**config.mk**
```make
export PLATFORM = sky130hd
export DESIGN_NAME = pps_sqrt
export DESIGN_NICKNAME = d
export VERILOG_FILES = /design/src/rtl/pps_pkg.sv /design/src/rtl/pps_sqrt.sv
export SDC_FILE = /design/constraint.sdc
export NUM_CORES = 1
export LEC_CHECK = 0
export BUFFER_PORTS_ARGS = -buffer_cell sky130_fd_sc_hd__buf_2
export CAP_MARGIN = 20
export CORE_MARGIN = 10
export CORE_UTILIZATION = 35
export DETAILED_ROUTE_END_ITERATION = 10
export MAX_ROUTING_LAYER = met4
export PLACE_DENSITY_LB_ADDON = 0.25
export SLEW_MARGIN = 20
export SYNTH_ARGS = -nofsm -noshare
export SYNTH_HDL_FRONTEND = slang
export SYNTH_SLANG_ARGS = --single-unit
```
**constraint.sdc**
```tcl
create_clock -name aclk -period 4.1 [get_ports aclk]
set_input_delay 0.205 -clock aclk [delete_from_list [all_inputs] [get_ports aclk]]
set_output_delay 0.205 -clock aclk [all_outputs]
set_load 0.1 [all_outputs]
```
**src/rtl/pps_pkg.sv**
```systemverilog
`timescale 1ns / 1ps
// ----------------------------------------------------------------------------
// pps_pkg
// Shared widths, codes, the arctangent table and small helpers for the
// pure pursuit steering block.
// ----------------------------------------------------------------------------
package pps_pkg;

    localparam int CORDIC_STEPS_DEF = 24;

    // CORDIC datapath: x/y hold up to about 2^34, z a wrapped binary angle
    localparam int CW = 36;
    localparam int ZW = 34;

    // serial multiplier operands and product
    localparam int MW = 32;
    localparam int PW = 2 * MW;

    // square root of a 65-bit sum of squares
    localparam int SQ_IN_W = 65;
    localparam int ROOT_W  = 33;
    localparam int SQ_REM_W = 37;

    // divider for the arc turn rate
    localparam int DIV_NW = 53;
    localparam int DIV_DW = 47;

    localparam logic signed [CW-1:0] GAIN_Q30 = 36'sd652032874;
    localparam logic [MW-1:0] PI_Q29 = 32'd1686629713;
    localparam logic signed [31:0] QUARTER = 32'sh40000000;
    localparam logic signed [31:0] NEG_QUARTER = -32'sh40000000;

    // result status codes
    localparam logic [2:0] ST_ARC      = 3'd0;
    localparam logic [2:0] ST_GOAL     = 3'd1;
    localparam logic [2:0] ST_NOPATH   = 3'd2;
    localparam logic [2:0] ST_STRAIGHT = 3'd3;
    localparam logic [2:0] ST_SHARP    = 3'd4;

    // CORDIC modes
    localparam logic CM_VECTOR = 1'b0;
    localparam logic CM_ROTATE = 1'b1;

    function automatic logic [31:0] atan_bam(input logic [4:0] i);
        logic [31:0] v;
        case (i)
            5'd0: v = 32'h20000000;  5'd1: v = 32'h12E4051E;
            5'd2: v = 32'h09FB385B;  5'd3: v = 32'h051111D4;
            5'd4: v = 32'h028B0D43;  5'd5: v = 32'h0145D7E1;
            5'd6: v = 32'h00A2F61E;  5'd7: v = 32'h00517C55;
            5'd8: v = 32'h0028BE53;  5'd9: v = 32'h00145F2F;
            5'd10: v = 32'h000A2F98; 5'd11: v = 32'h000517CC;
            5'd12: v = 32'h00028BE6; 5'd13: v = 32'h000145F3;
            5'd14: v = 32'h0000A2FA; 5'd15: v = 32'h0000517D;
            5'd16: v = 32'h000028BE; 5'd17: v = 32'h0000145F;
            5'd18: v = 32'h00000A30; 5'd19: v = 32'h00000518;
            5'd20: v = 32'h0000028C; 5'd21: v = 32'h00000146;
            5'd22: v = 32'h000000A3; 5'd23: v = 32'h00000051;
            5'd24: v = 32'h00000029; 5'd25: v = 32'h00000014;
            5'd26: v = 32'h0000000A; 5'd27: v = 32'h00000005;
            5'd28: v = 32'h00000003; 5'd29: v = 32'h00000001;
            5'd30: v = 32'h00000001;
            default: v = 32'h00000000;
        endcase
        return v;
    endfunction

    // clamp a magnitude with sign into the signed 32-bit range
    function automatic logic [31:0] sat_s32(input logic [63:0] mag, input logic neg);
        logic [31:0] r;
        if (neg) begin
            r = (mag >= 64'h80000000) ? 32'h80000000 : 32'(-mag);
        end else begin
            r = (mag > 64'h7FFFFFFF) ? 32'h7FFFFFFF : mag[31:0];
        end
        return r;
    endfunction

    function automatic logic [31:0] abs_s33(input logic signed [32:0] v);
        logic [32:0] m;
        m = v[32] ? 33'(-v) : 33'(v);
        return m[31:0];
    endfunction

endpackage

```
**src/rtl/pps_sqrt.sv**
```systemverilog
`timescale 1ns / 1ps
// ----------------------------------------------------------------------------
// pps_sqrt
// Floor square root, one radicand digit pair per cycle.
// ----------------------------------------------------------------------------
module pps_sqrt
    import pps_pkg::*;
(
    input  logic               aclk,
    input  logic               aresetn,
    input  logic               start,
    input  logic [SQ_IN_W-1:0] radicand,
    output logic               done,
    output logic [ROOT_W-1:0]  root
);

    localparam int OP_W  = 2 * ROOT_W;
    localparam int CNT_W = $clog2(ROOT_W);

    logic                busy_reg;
    logic                done_reg;
    logic [CNT_W-1:0]    cnt_reg;
    logic [OP_W-1:0]     op_reg;
    logic [SQ_REM_W-1:0] rem_reg;
    logic [ROOT_W-1:0]   root_reg;
    logic [SQ_REM_W-1:0] rem_sh;
    logic [SQ_REM_W-1:0] trial;
    logic                fits;

    always_comb begin
        rem_sh = {rem_reg[SQ_REM_W-3:0], op_reg[OP_W-1:OP_W-2]};
        trial  = {2'b00, root_reg, 2'b01};
        fits   = (rem_sh >= trial);
    end

    always_ff @(posedge aclk) begin
        if (!aresetn) begin
            busy_reg <= 1'b0;
            done_reg <= 1'b0;
            cnt_reg  <= '0;
        end else begin
            done_reg <= 1'b0;
            if (start && !busy_reg) begin
                op_reg   <= OP_W'(radicand);
                rem_reg  <= '0;
                root_reg <= '0;
                cnt_reg  <= '0;
                busy_reg <= 1'b1;
            end else if (busy_reg) begin
                op_reg   <= {op_reg[OP_W-3:0], 2'b00};
                rem_reg  <= fits ? rem_sh - trial : rem_sh;
                root_reg <= {root_reg[ROOT_W-2:0], fits};
                cnt_reg  <= cnt_reg + 1'b1;
                if (cnt_reg == CNT_W'(ROOT_W - 1)) begin
                    busy_reg <= 1'b0;
                    done_reg <= 1'b1;
                end
            end
        end
    end

    assign done = done_reg;
    assign root = root_reg;

endmodule

```
==> results of run 1 <==
-- cell families (layout without fill, tap and decap cells) --
| group | Yosys count | after routing |
|---|---|---|
| buffers and inverters | 84 | 186 |
| other | 0 | 2 |
| AO/OA/AOI/OAI | 131 | 131 |
| multiplexers | 27 | 27 |
| AND/OR/NAND/NOR | 382 | 382 |
| adder cells (fa/ha/maj) | 37 | 37 |
| XOR/XNOR | 34 | 34 |
| flip-flops | 142 | 142 |
-- cells in the final DEF, fill, tap and decap left out, types with 3 or more instances in the layout --
cell type and n:
edfxtp_1 134, nand4_1 6, and2_1 6, a21oi_1 40, o2111ai_1 3, o21ai_0 22, xnor2_1 24, and3_1 9
nand3_1 12, o22ai_1 5, a31oi_1 5, nor2_1 84, buf_4 6, nor3_1 7, xor2_1 10, nor4_1 4
buf_2 101, dfxtp_1 8, nor2b_1 6, a21o_1 23, inv_1 45, nand2b_1 9, a211oi_2 3, ha_1 37
o211ai_1 3, o21a_1 5, inv_6 4, nand2_1 224, clkinv_4 4, mux2i_1 27, a211oi_1 3, clkbuf_16 17
-- cell type report --
class	instances	area share
antenna	2	0.000532
multi-input combinational	611	0.376
clock inverter	14	0.0142
clock buffer	18	0.0456
tap	285	0.0379
sequential	142	0.445
inverter	45	0.0179
timing repair buffer	109	0.0628
-- per-layer routing --
layer / up-vias / track usage / part of all wire
li1: 3078 / - / -
met1: 2828 / 0.172 / 0.49
met2: 142 / 0.197 / 0.44
met3: 28 / 0.0371 / 0.057
met4: 0 / 0.0461 / 0.019
met5: - / - / 0
-- where the power goes --
part	switching (mW)	internal, mW
logic	0.920	0.553
registers	0.0640	1.79
clock network	0.654	0.846
total	1.64	3.19
-- worst max-delay path: cells and delay by family (launching register included) --
family / cells / cell delay (ns)
AOI/OAI and AO/OA: 6 / 1.11
adders and majority gates: 1 / 0.38
buffers and inverters: 1 / 0.38
DFF: 1 / 0.39
muxes: 1 / 0.26
and+or+nand+nor: 2 / 0.27
-- through the flow --
stage | std cells | setup WS, ns | hold WS (ns) | total power [mW] | area, µm²
2_1_floorplan | 837 | 0.740 | 0.327 | 3.05 | 8050
3_3_place_gp | 1192 | 1.05 | 0.466 | 3.36 | 8840
3_5_place_dp | 1192 | 1.03 | 0.466 | 3.37 | 8840
4_1_cts | 1224 | 1.01 | 0.0224 | 4.88 | 9400
5_1_grt | 1226 | 0.788 | 0.0202 | 5.12 | 9410
6_report | 1226 | 1.05 | 0.0357 | 4.83 | 9410
-- worst max-delay path by stage --
stage | slack (ns) | cells after the start | from | to
after floorplan | 0.74 | 12 | root[1] | rem_reg[17]
after global placement | 1.05 | 9 | rem_reg[27] | rem_reg[2]
after detailed placement | 1.03 | 11 | rem_reg[1] | rem_reg[2]
after CTS | 1.01 | 11 | rem_reg[1] | rem_reg[2]
after global routing | 0.79 | 11 | rem_reg[1] | rem_reg[2]
final | 1.05 | 11 | rem_reg[1] | rem_reg[2]
==> impl_metrics.py, run 1 <==
metrics = {
    "routing": {
        "routedWlPerCell_um": 15.2,
        "drcViolationCount": 0,
        "first_iter_violations": 326,
        "vias": 6076,
        "drt_first_pass_iters": 5,
        "wl_um": 18700,
        "drtAntennaViolNets": 0,
        "vias_per_cell": 4.96,
    },
    "setup_path": {
        "r2r_slack_ns": 1.05,
        "cp_common_cell": "o21ai_2",
        "r2r_start": "rem_reg[1]",
        "critPathSlowestCell": "edfxtp_1",
        "required_ns": 4.25,
        "r2r_end": "rem_reg[2]",
        "critPathMaxFanout": 29,
        "slowest_delay_ns": 0.39,
        "critPathKind": "reg -> reg",
        "worstRegToRegCells": 11,
        "arrival_ns": 3.21,
        "cp-start-kind": "register",
        "end_kind": "register",
        "crit_chain": "ha_1 -> o2111ai_1 -> a31oi_1 -> o21ai_2 -> o21ba_2 -> nor3_4 -> o21ai_2 -> a21oi_4 -> buf_4 -> mux2i_1 -> nor2_1",
    },
    "run_status": {
        "status": "completed",
    },
    "clock_network": {
        "cts_buffers": 17,
        "cts_resized": 0,
        "cts_root_buf": "clkbuf_16",
        "ctsHoldBuffers": 0,
        "clock-sinks": 142,
        "htreeDepth": 4,
        "post_cts_buffers": 0,
        "clock_latency_ns": 0.43,
        "cts_buffer_depth": 2,
        "clk_pin_slew_ns": 0.07,
        "cts_tree": "done",
    },
    "die": {
        "io_pins": 102,
        "die_area_mm2": 0.0295,
        "fp.dieH_um": 172,
        "die_w_um": 172,
        "start_util": 0.355,
        "std_cell_rows": 55,
        "coreArea_mm2": 0.0226,
    },
    "logic_synthesis": {
        "synth_most_common_cell": "nand2_1",
        "synth_flop_cell": "edfxtp_1",
        "synth_top_area_cell": "edfxtp_1",
        "avgSynthCellArea_um2": 9.61,
        "synth_edf_count": 134,
        "syn_nets": 942,
        "yosysUniqueCellTypes": 58,
        "synth_compound_area_frac": 0.107,
        "synth_top_area_frac": 0.500,
        "netlist_top_cells_area": "edfxtp_1 (50%), nand2_1 (10%), ha_1 (5.8%)",
        "synth-xor-area-share": 0.0370,
        "yosys.area_share.adder": 0.0575,
        "synth-seq-cells": 142,
        "yosys.area_share.simple": 0.202,
        "synth.area.mux_share": 0.0336,
        "synth_top_family_by_area": "simple AND/OR/NAND/NOR gates",
        "async_reset_ff_frac": 0,
        "synth_cells": 837,
        "ys_warn_count": 0,
        "synthTopCellsByCount": "nand2_1 (224), edfxtp_1 (134), nor2_1 (84)",
        "synth-seq-area-share": 0.520,
        "synth_area_mm2": 0.00805,
    },
    "min_path": {
        "min_path_cells": 3,
        "holdCritStartpoint": "radicand[14]",
        "hold_end": "op_reg[14]",
        "hold_path_class": "in -> reg",
    },
    "global_route": {
        "grt_first_pass_wirelength_um": 30900,
        "grt_max_degree": 64,
        "grt_overflow_total": 0,
        "grt_pass1_vias": 6193,
        "antenna_found_initial": 2,
        "track_usage": 0.133,
    },
    "sta": {
        "max_freq_mhz": 327,
        "slew_viol_final": 0,
        "tightest_slew_ns": 0.996,
        "rsz0062_at_grt": "no",
        "finalHoldViolations": 0,
        "fin_tns_setup_ns": 0,
        "relSlewSlack": 0.335,
        "setup_viol": 0,
        "fin_crit_sh": 0.745,
        "skew_ns": 0.0158,
        "post-route-min-period_ns": 3.05,
    },
    "pwr": {
        "p_leak_nw": 4.18,
        "ir_drop_mv": 0.277,
        "power_density_mw_per_mm2": 513,
    },
    "final_layout": {
        "regArea_mm2": 0.00418,
        "fin_util": 0.416,
        "syn_to_final_growth_pct": 16.9,
        "largest_reg_flops": 66,
        "multi_input_area_mm2": 0.00354,
        "fillers": 2242,
        "layout-drive-gt1-share": 0.162,
        "fin_nets": 1031,
    },
    "run": {
        "cap_violations": 0,
    },
    "placed_design": {
        "numPortBuffers": 101,
        "gp_congestion": 0.850,
        "dpl.hpwl_um": 13400,
    },
}
Power figures use the tool's default switching activity.
==> run 2: changes to the inputs <==
clock period = 2.84 ns   (was 4.1 ns; I/O delays follow)
==> impl_metrics.py, run 2 (synthesized netlist as in run 1, its figures left out) <==
metrics = {
    "run_status": {
        "status": "finished, violations left",
        "failed_checks": "negative setup slack",
    },
    "setup_path": {
        "arrival_ns": 3.03,
        "end_kind": "register",
        "r2r_start": "rem_reg[0]",
        "cp-start-kind": "register",
        "critPathLaunch": "rem_reg[0]",
        "required_ns": 3.00,
        "critPathKind": "reg -> reg",
        "critPathMaxFanout": 12,
    },
    "routing": {
        "met2_length_um": 9480,
        "wl_met1_um": 9850,
        "vias": 6507,
        "routedWlPerCell_um": 15.5,
        "vias_per_cell": 4.88,
        "routed.top_layer": "met4",
        "drt_first_pass_iters": 5,
        "route.met3.wl_um": 1230,
        "wl_um": 20700,
        "drtAntennaViolNets": 0,
        "drcViolationCount": 0,
        "first_iter_violations": 436,
    },
    "global_route": {
        "antenna_found_initial": 0,
        "grt_overflow_total": 0,
        "track_usage": 0.144,
        "grt_first_pass_wirelength_um": 33400,
        "grt_max_degree": 129,
        "grt_pass1_vias": 6560,
    },
    "die": {
        "die_area_mm2": 0.0295,
        "coreArea_mm2": 0.0226,
        "start_util": 0.355,
        "fp.dieH_um": 172,
        "std_cell_rows": 55,
        "io_pins": 102,
        "die_w_um": 172,
    },
    "pwr": {
        "p_int_mw": 5.10,
        "p_leak_nw": 4.73,
        "ir_drop_mv": 0.394,
        "p_sw_mw": 2.57,
        "p_seq_frac": 0.352,
        "clockPowerShare": 0.303,
        "p_sw_frac": 0.335,
        "power_density_mw_per_mm2": 710,
        "comb_power_share": 0.345,
    },
    "placed_design": {
        "place_area_mm2": 0.00931,
        "numPortBuffers": 101,
        "gp_congestion": 0.875,
        "pre_cts_slack_ns": -0.0310,
        "dpl.hpwl_um": 13500,
    },
    "sta": {
        "max_freq_mhz": 348,
        "setup_viol": 14,
        "skew_ns": 0.0118,
        "post-route-min-period_ns": 2.87,
        "tightest_slew_ns": 0.560,
        "relSlewSlack": 0.627,
        "whs_ns": 0.0183,
        "slew_viol_final": 0,
        "finalHoldViolations": 0,
        "setup_ws_ns": -0.0310,
        "rsz0062_at_grt": "yes",
        "fin_crit_sh": 1.01,
    },
    "clock_network": {
        "clock-sinks": 142,
        "clk_pin_slew_ns": 0.06,
        "clock_latency_ns": 0.44,
        "cts_tree": "done",
        "cts_buffer_depth": 2,
        "cts_root_buf": "clkbuf_16",
        "cts_buffers": 17,
        "htreeDepth": 4,
    },
    "final_layout": {
        "syn_to_final_growth_pct": 34.4,
        "largest_reg_flops": 66,
        "fin_nets": 1140,
        "final_common_cell": "nand2_1",
        "diodes": 0,
        "finalInstanceArea_mm2": 0.0108,
        "layout-drive-gt1-share": 0.238,
        "most-common-layout-cells": "nand2_1 (224), edfxtp_1 (134), buf_2 (101)",
        "fin_util": 0.478,
    },
    "min_path": {
        "holdCritStartpoint": "radicand[61]",
        "hold_path_class": "in -> reg",
    },
    "run": {
        "cap_violations": 0,
    },
}
==> run 2: worst max-delay path, stage by stage (launching register included) <==
cell and delay, ns:
edfxtp_1 0.43, ha_4 0.31, buf_6 0.10, o2111ai_4 0.11, a31oi_4 0.23, o21ai_2 0.10
o21ba_4 0.24, nor3_4 0.21, o21ai_2 0.10, a21oi_4 0.17, buf_4 0.16, clkbuf_16 0.18
mux2i_1 0.19, nor2_1 0.05
==> run 2: what timing repair did <==
item,CTS,global route
pin swaps,0,10
buffers inserted,0,15
endpoints found under the setup margin,20,30
endpoints found under the hold margin,64,0
hold buffers,64,0
cloned,0,2
gates resized for setup,1,19
==> run 2: power by group through the flow <==
stage	Sequential, mW	Clock, mW	Combinational, mW
after floorplan	2.95	0	1.61
after global placement	2.74	0	2.38
after detailed placement	2.75	0	2.38
after CTS	2.70	2.38	2.47
after global routing	2.72	2.47	2.91
final	2.70	2.33	2.65
==> run 2: cell type report <==
class                           count  area, µm²
Clock buffer                       17        425
Multi-Input combinational cell    611       3850
Sequential cell                   142       4180
Clock inverter                     15        171
Tap cell                          285        357
Fill cell                        2082      11800
Timing Repair Buffer              218       1660
Inverter                           45        169
==> run 2: path summary, 6_finish.rpt <==
| path | endpoint | slack [ns] | cells past startpoint |
|---|---|---|---|
| max | rem_reg[11] | -0.03 | 13 |
| min | op_reg[61] | 0.02 | 3 |
| max reg2reg | rem_reg[11] | -0.03 | 13 |
| min reg2reg | cnt_reg[5] | 0.50 | 2 |
==> run 2: metal layers <==
metal	GRT usage	vias up
met5	-	-
met4	0.0344	0
met3	0.0442	13
met2	0.219	151
met1	0.184	3050
li1	-	3293
==> run 2: metrics by stage <==
stage	TNS, ns	std cells	power (mW)
global placement	-0.0167	1220	5.12
finish	-0.219	1333	7.68
global route	-4.32	1333	8.10
floorplan	-10.55	837	4.56
detailed placement	-0.0797	1220	5.13
CTS	0	1316	7.55
==> run 3: changes to the inputs <==
CORE_MARGIN = 2   (was 10)
==> impl_metrics.py, run 3 (synthesized netlist as in run 1, its figures left out) <==
metrics = {
    "run_status": {
        "status": "completed",
    },
    "global_route": {
        "grt_overflow_total": 0,
        "track_usage": 0.173,
        "grt_pass1_vias": 6607,
        "grt_first_pass_wirelength_um": 32700,
        "grt_max_degree": 129,
        "antenna_found_initial": 0,
    },
    "run": {
        "cap_violations": 0,
    },
    "sta": {
        "post-route-min-period_ns": 2.75,
        "rsz0062_at_grt": "yes",
        "relSlewSlack": 0.619,
        "tightest_slew_ns": 0.572,
        "fin_tns_setup_ns": 0,
        "fin_crit_sh": 0.970,
        "finalHoldViolations": 0,
        "slew_viol_final": 0,
        "setup_viol": 0,
        "skew_ns": 0.0116,
        "max_freq_mhz": 363,
        "whs_ns": 0.367,
    },
    "routing": {
        "vias": 6540,
        "drcViolationCount": 0,
        "vias_per_cell": 4.88,
        "wl_um": 20000,
        "drt_first_pass_iters": 7,
        "routedWlPerCell_um": 14.9,
        "first_iter_violations": 348,
        "drtAntennaViolNets": 0,
    },
    "pwr": {
        "p_leak_nw": 4.79,
        "power_density_mw_per_mm2": 709,
        "ir_drop_mv": 0.355,
    },
    "final_layout": {
        "largest_reg_flops": 66,
        "syn_to_final_growth_pct": 36.5,
        "layout-drive-gt1-share": 0.256,
        "fin_nets": 1146,
        "most-common-layout-cells": "nand2_1 (224), edfxtp_1 (134), buf_2 (101)",
        "diodes": 0,
        "final_common_cell": "nand2_1",
    },
    "clock_network": {
        "clk_pin_slew_ns": 0.07,
        "clock_latency_ns": 0.43,
        "cts_tree": "done",
        "clock-sinks": 142,
        "htreeDepth": 4,
        "cts_buffers": 17,
        "cts_root_buf": "clkbuf_16",
        "cts_buffer_depth": 2,
    },
    "placed_design": {
        "numPortBuffers": 101,
        "dpl.hpwl_um": 13000,
        "gp_congestion": 0.841,
    },
    "setup_path": {
        "cp-start-kind": "register",
        "critPathLaunch": "rem_reg[0]",
        "r2r_start": "rem_reg[0]",
        "critPathMaxFanout": 8,
        "required_ns": 3.00,
        "end_kind": "register",
        "arrival_ns": 2.91,
        "critPathKind": "reg -> reg",
    },
    "die": {
        "start_util": 0.356,
        "std_cell_rows": 55,
        "coreArea_mm2": 0.0226,
        "die_w_um": 156,
        "io_pins": 102,
        "die_area_mm2": 0.0242,
        "fp.dieH_um": 156,
    },
    "min_path": {
        "holdCritStartpoint": "start",
        "hold_path_class": "in -> reg",
    },
}
-- run 3: cell types whose count changed in the layout (fill, tap and decap cells not counted), sizes merged --
cell and change:
dlygate4sd3 +2, clkinvlp -1, buf +5, clkbuf -1, clkinv +1
-- run 3: where the power goes --
| group | switching (mW) | internal, mW | leakage, nW | total [mW] |
|---|---|---|---|---|
| Combinational | 1.50 | 1.20 | 3.13 | 2.70 |
| Clock | 1.04 | 1.35 | 0.306 | 2.39 |
| Sequential | 0.114 | 2.59 | 1.36 | 2.70 |
| Total | 2.65 | 5.14 | 4.79 | 7.79 |
-- run 3: layer usage --
metal | up-vias | wire length (µm) | track usage
li1 | 3309 | - | -
met2 | 144 | 9670 | 0.282
met1 | 3076 | 9230 | 0.219
met3 | 11 | 984 | 0.0436
met5 | - | 0 | -
met4 | 0 | 114 | 0.0354
-- run 3: cell type report --
cell class | count | area, µm²
Clock buffer | 17 | 425
Clock inverter | 15 | 190
Fill cell | 2119 | 11600
Inverter | 45 | 169
Multi-Input combinational cell | 611 | 3950
Sequential cell | 142 | 4180
Tap cell | 285 | 357
Timing Repair Buffer | 224 | 1710
-- run 3: through the flow --
stage	util	worst slack, ns	instance area, µm²	instances	total power, mW
6_report	0.487	0.0856	11000	1339	7.79
5_1_grt	0.487	-0.0260	11000	1339	8.20
4_1_cts	0.478	-0.0330	10800	1332	7.72
3_5_place_dp	0.415	-0.0440	9370	1228	5.13
3_3_place_gp	0.415	0.0130	9370	1228	5.12
2_1_floorplan	-	-0.340	8320	837	4.56
-- run 3: timing repair --
| item | in CTS | in global routing |
|---|---|---|
| cloned | 2 | 1 |
| endpoints found under the hold margin | 66 | 0 |
| buffers inserted | 6 | 8 |
| pin swaps | 12 | 15 |
| setup endpoints to repair | 18 | 34 |
| resized for setup | 12 | 34 |
| hold buffers | 66 | 0 |
-- run 3: critical path, stage by stage (launching register included) --
cell       delay [ns]
edfxtp_1         0.46
ha_4             0.31
buf_6            0.10
o2111ai_4        0.13
a31oi_4          0.18
o21ai_2          0.10
o21ba_4          0.21
nor3_4           0.15
o21ai_2          0.10
a21oi_4          0.17
buf_6            0.12
buf_12           0.14
mux2i_2          0.25
nor2_1           0.08
-- run 3: final timing paths --
check / slack (ns) / to / cells after the start
hold / removal: 0.37 / op_reg[24] / 4
hold reg to reg: 0.48 / cnt_reg[5] / 2
setup / recovery: 0.09 / rem_reg[2] / 13
setup reg to reg: 0.09 / rem_reg[2] / 13
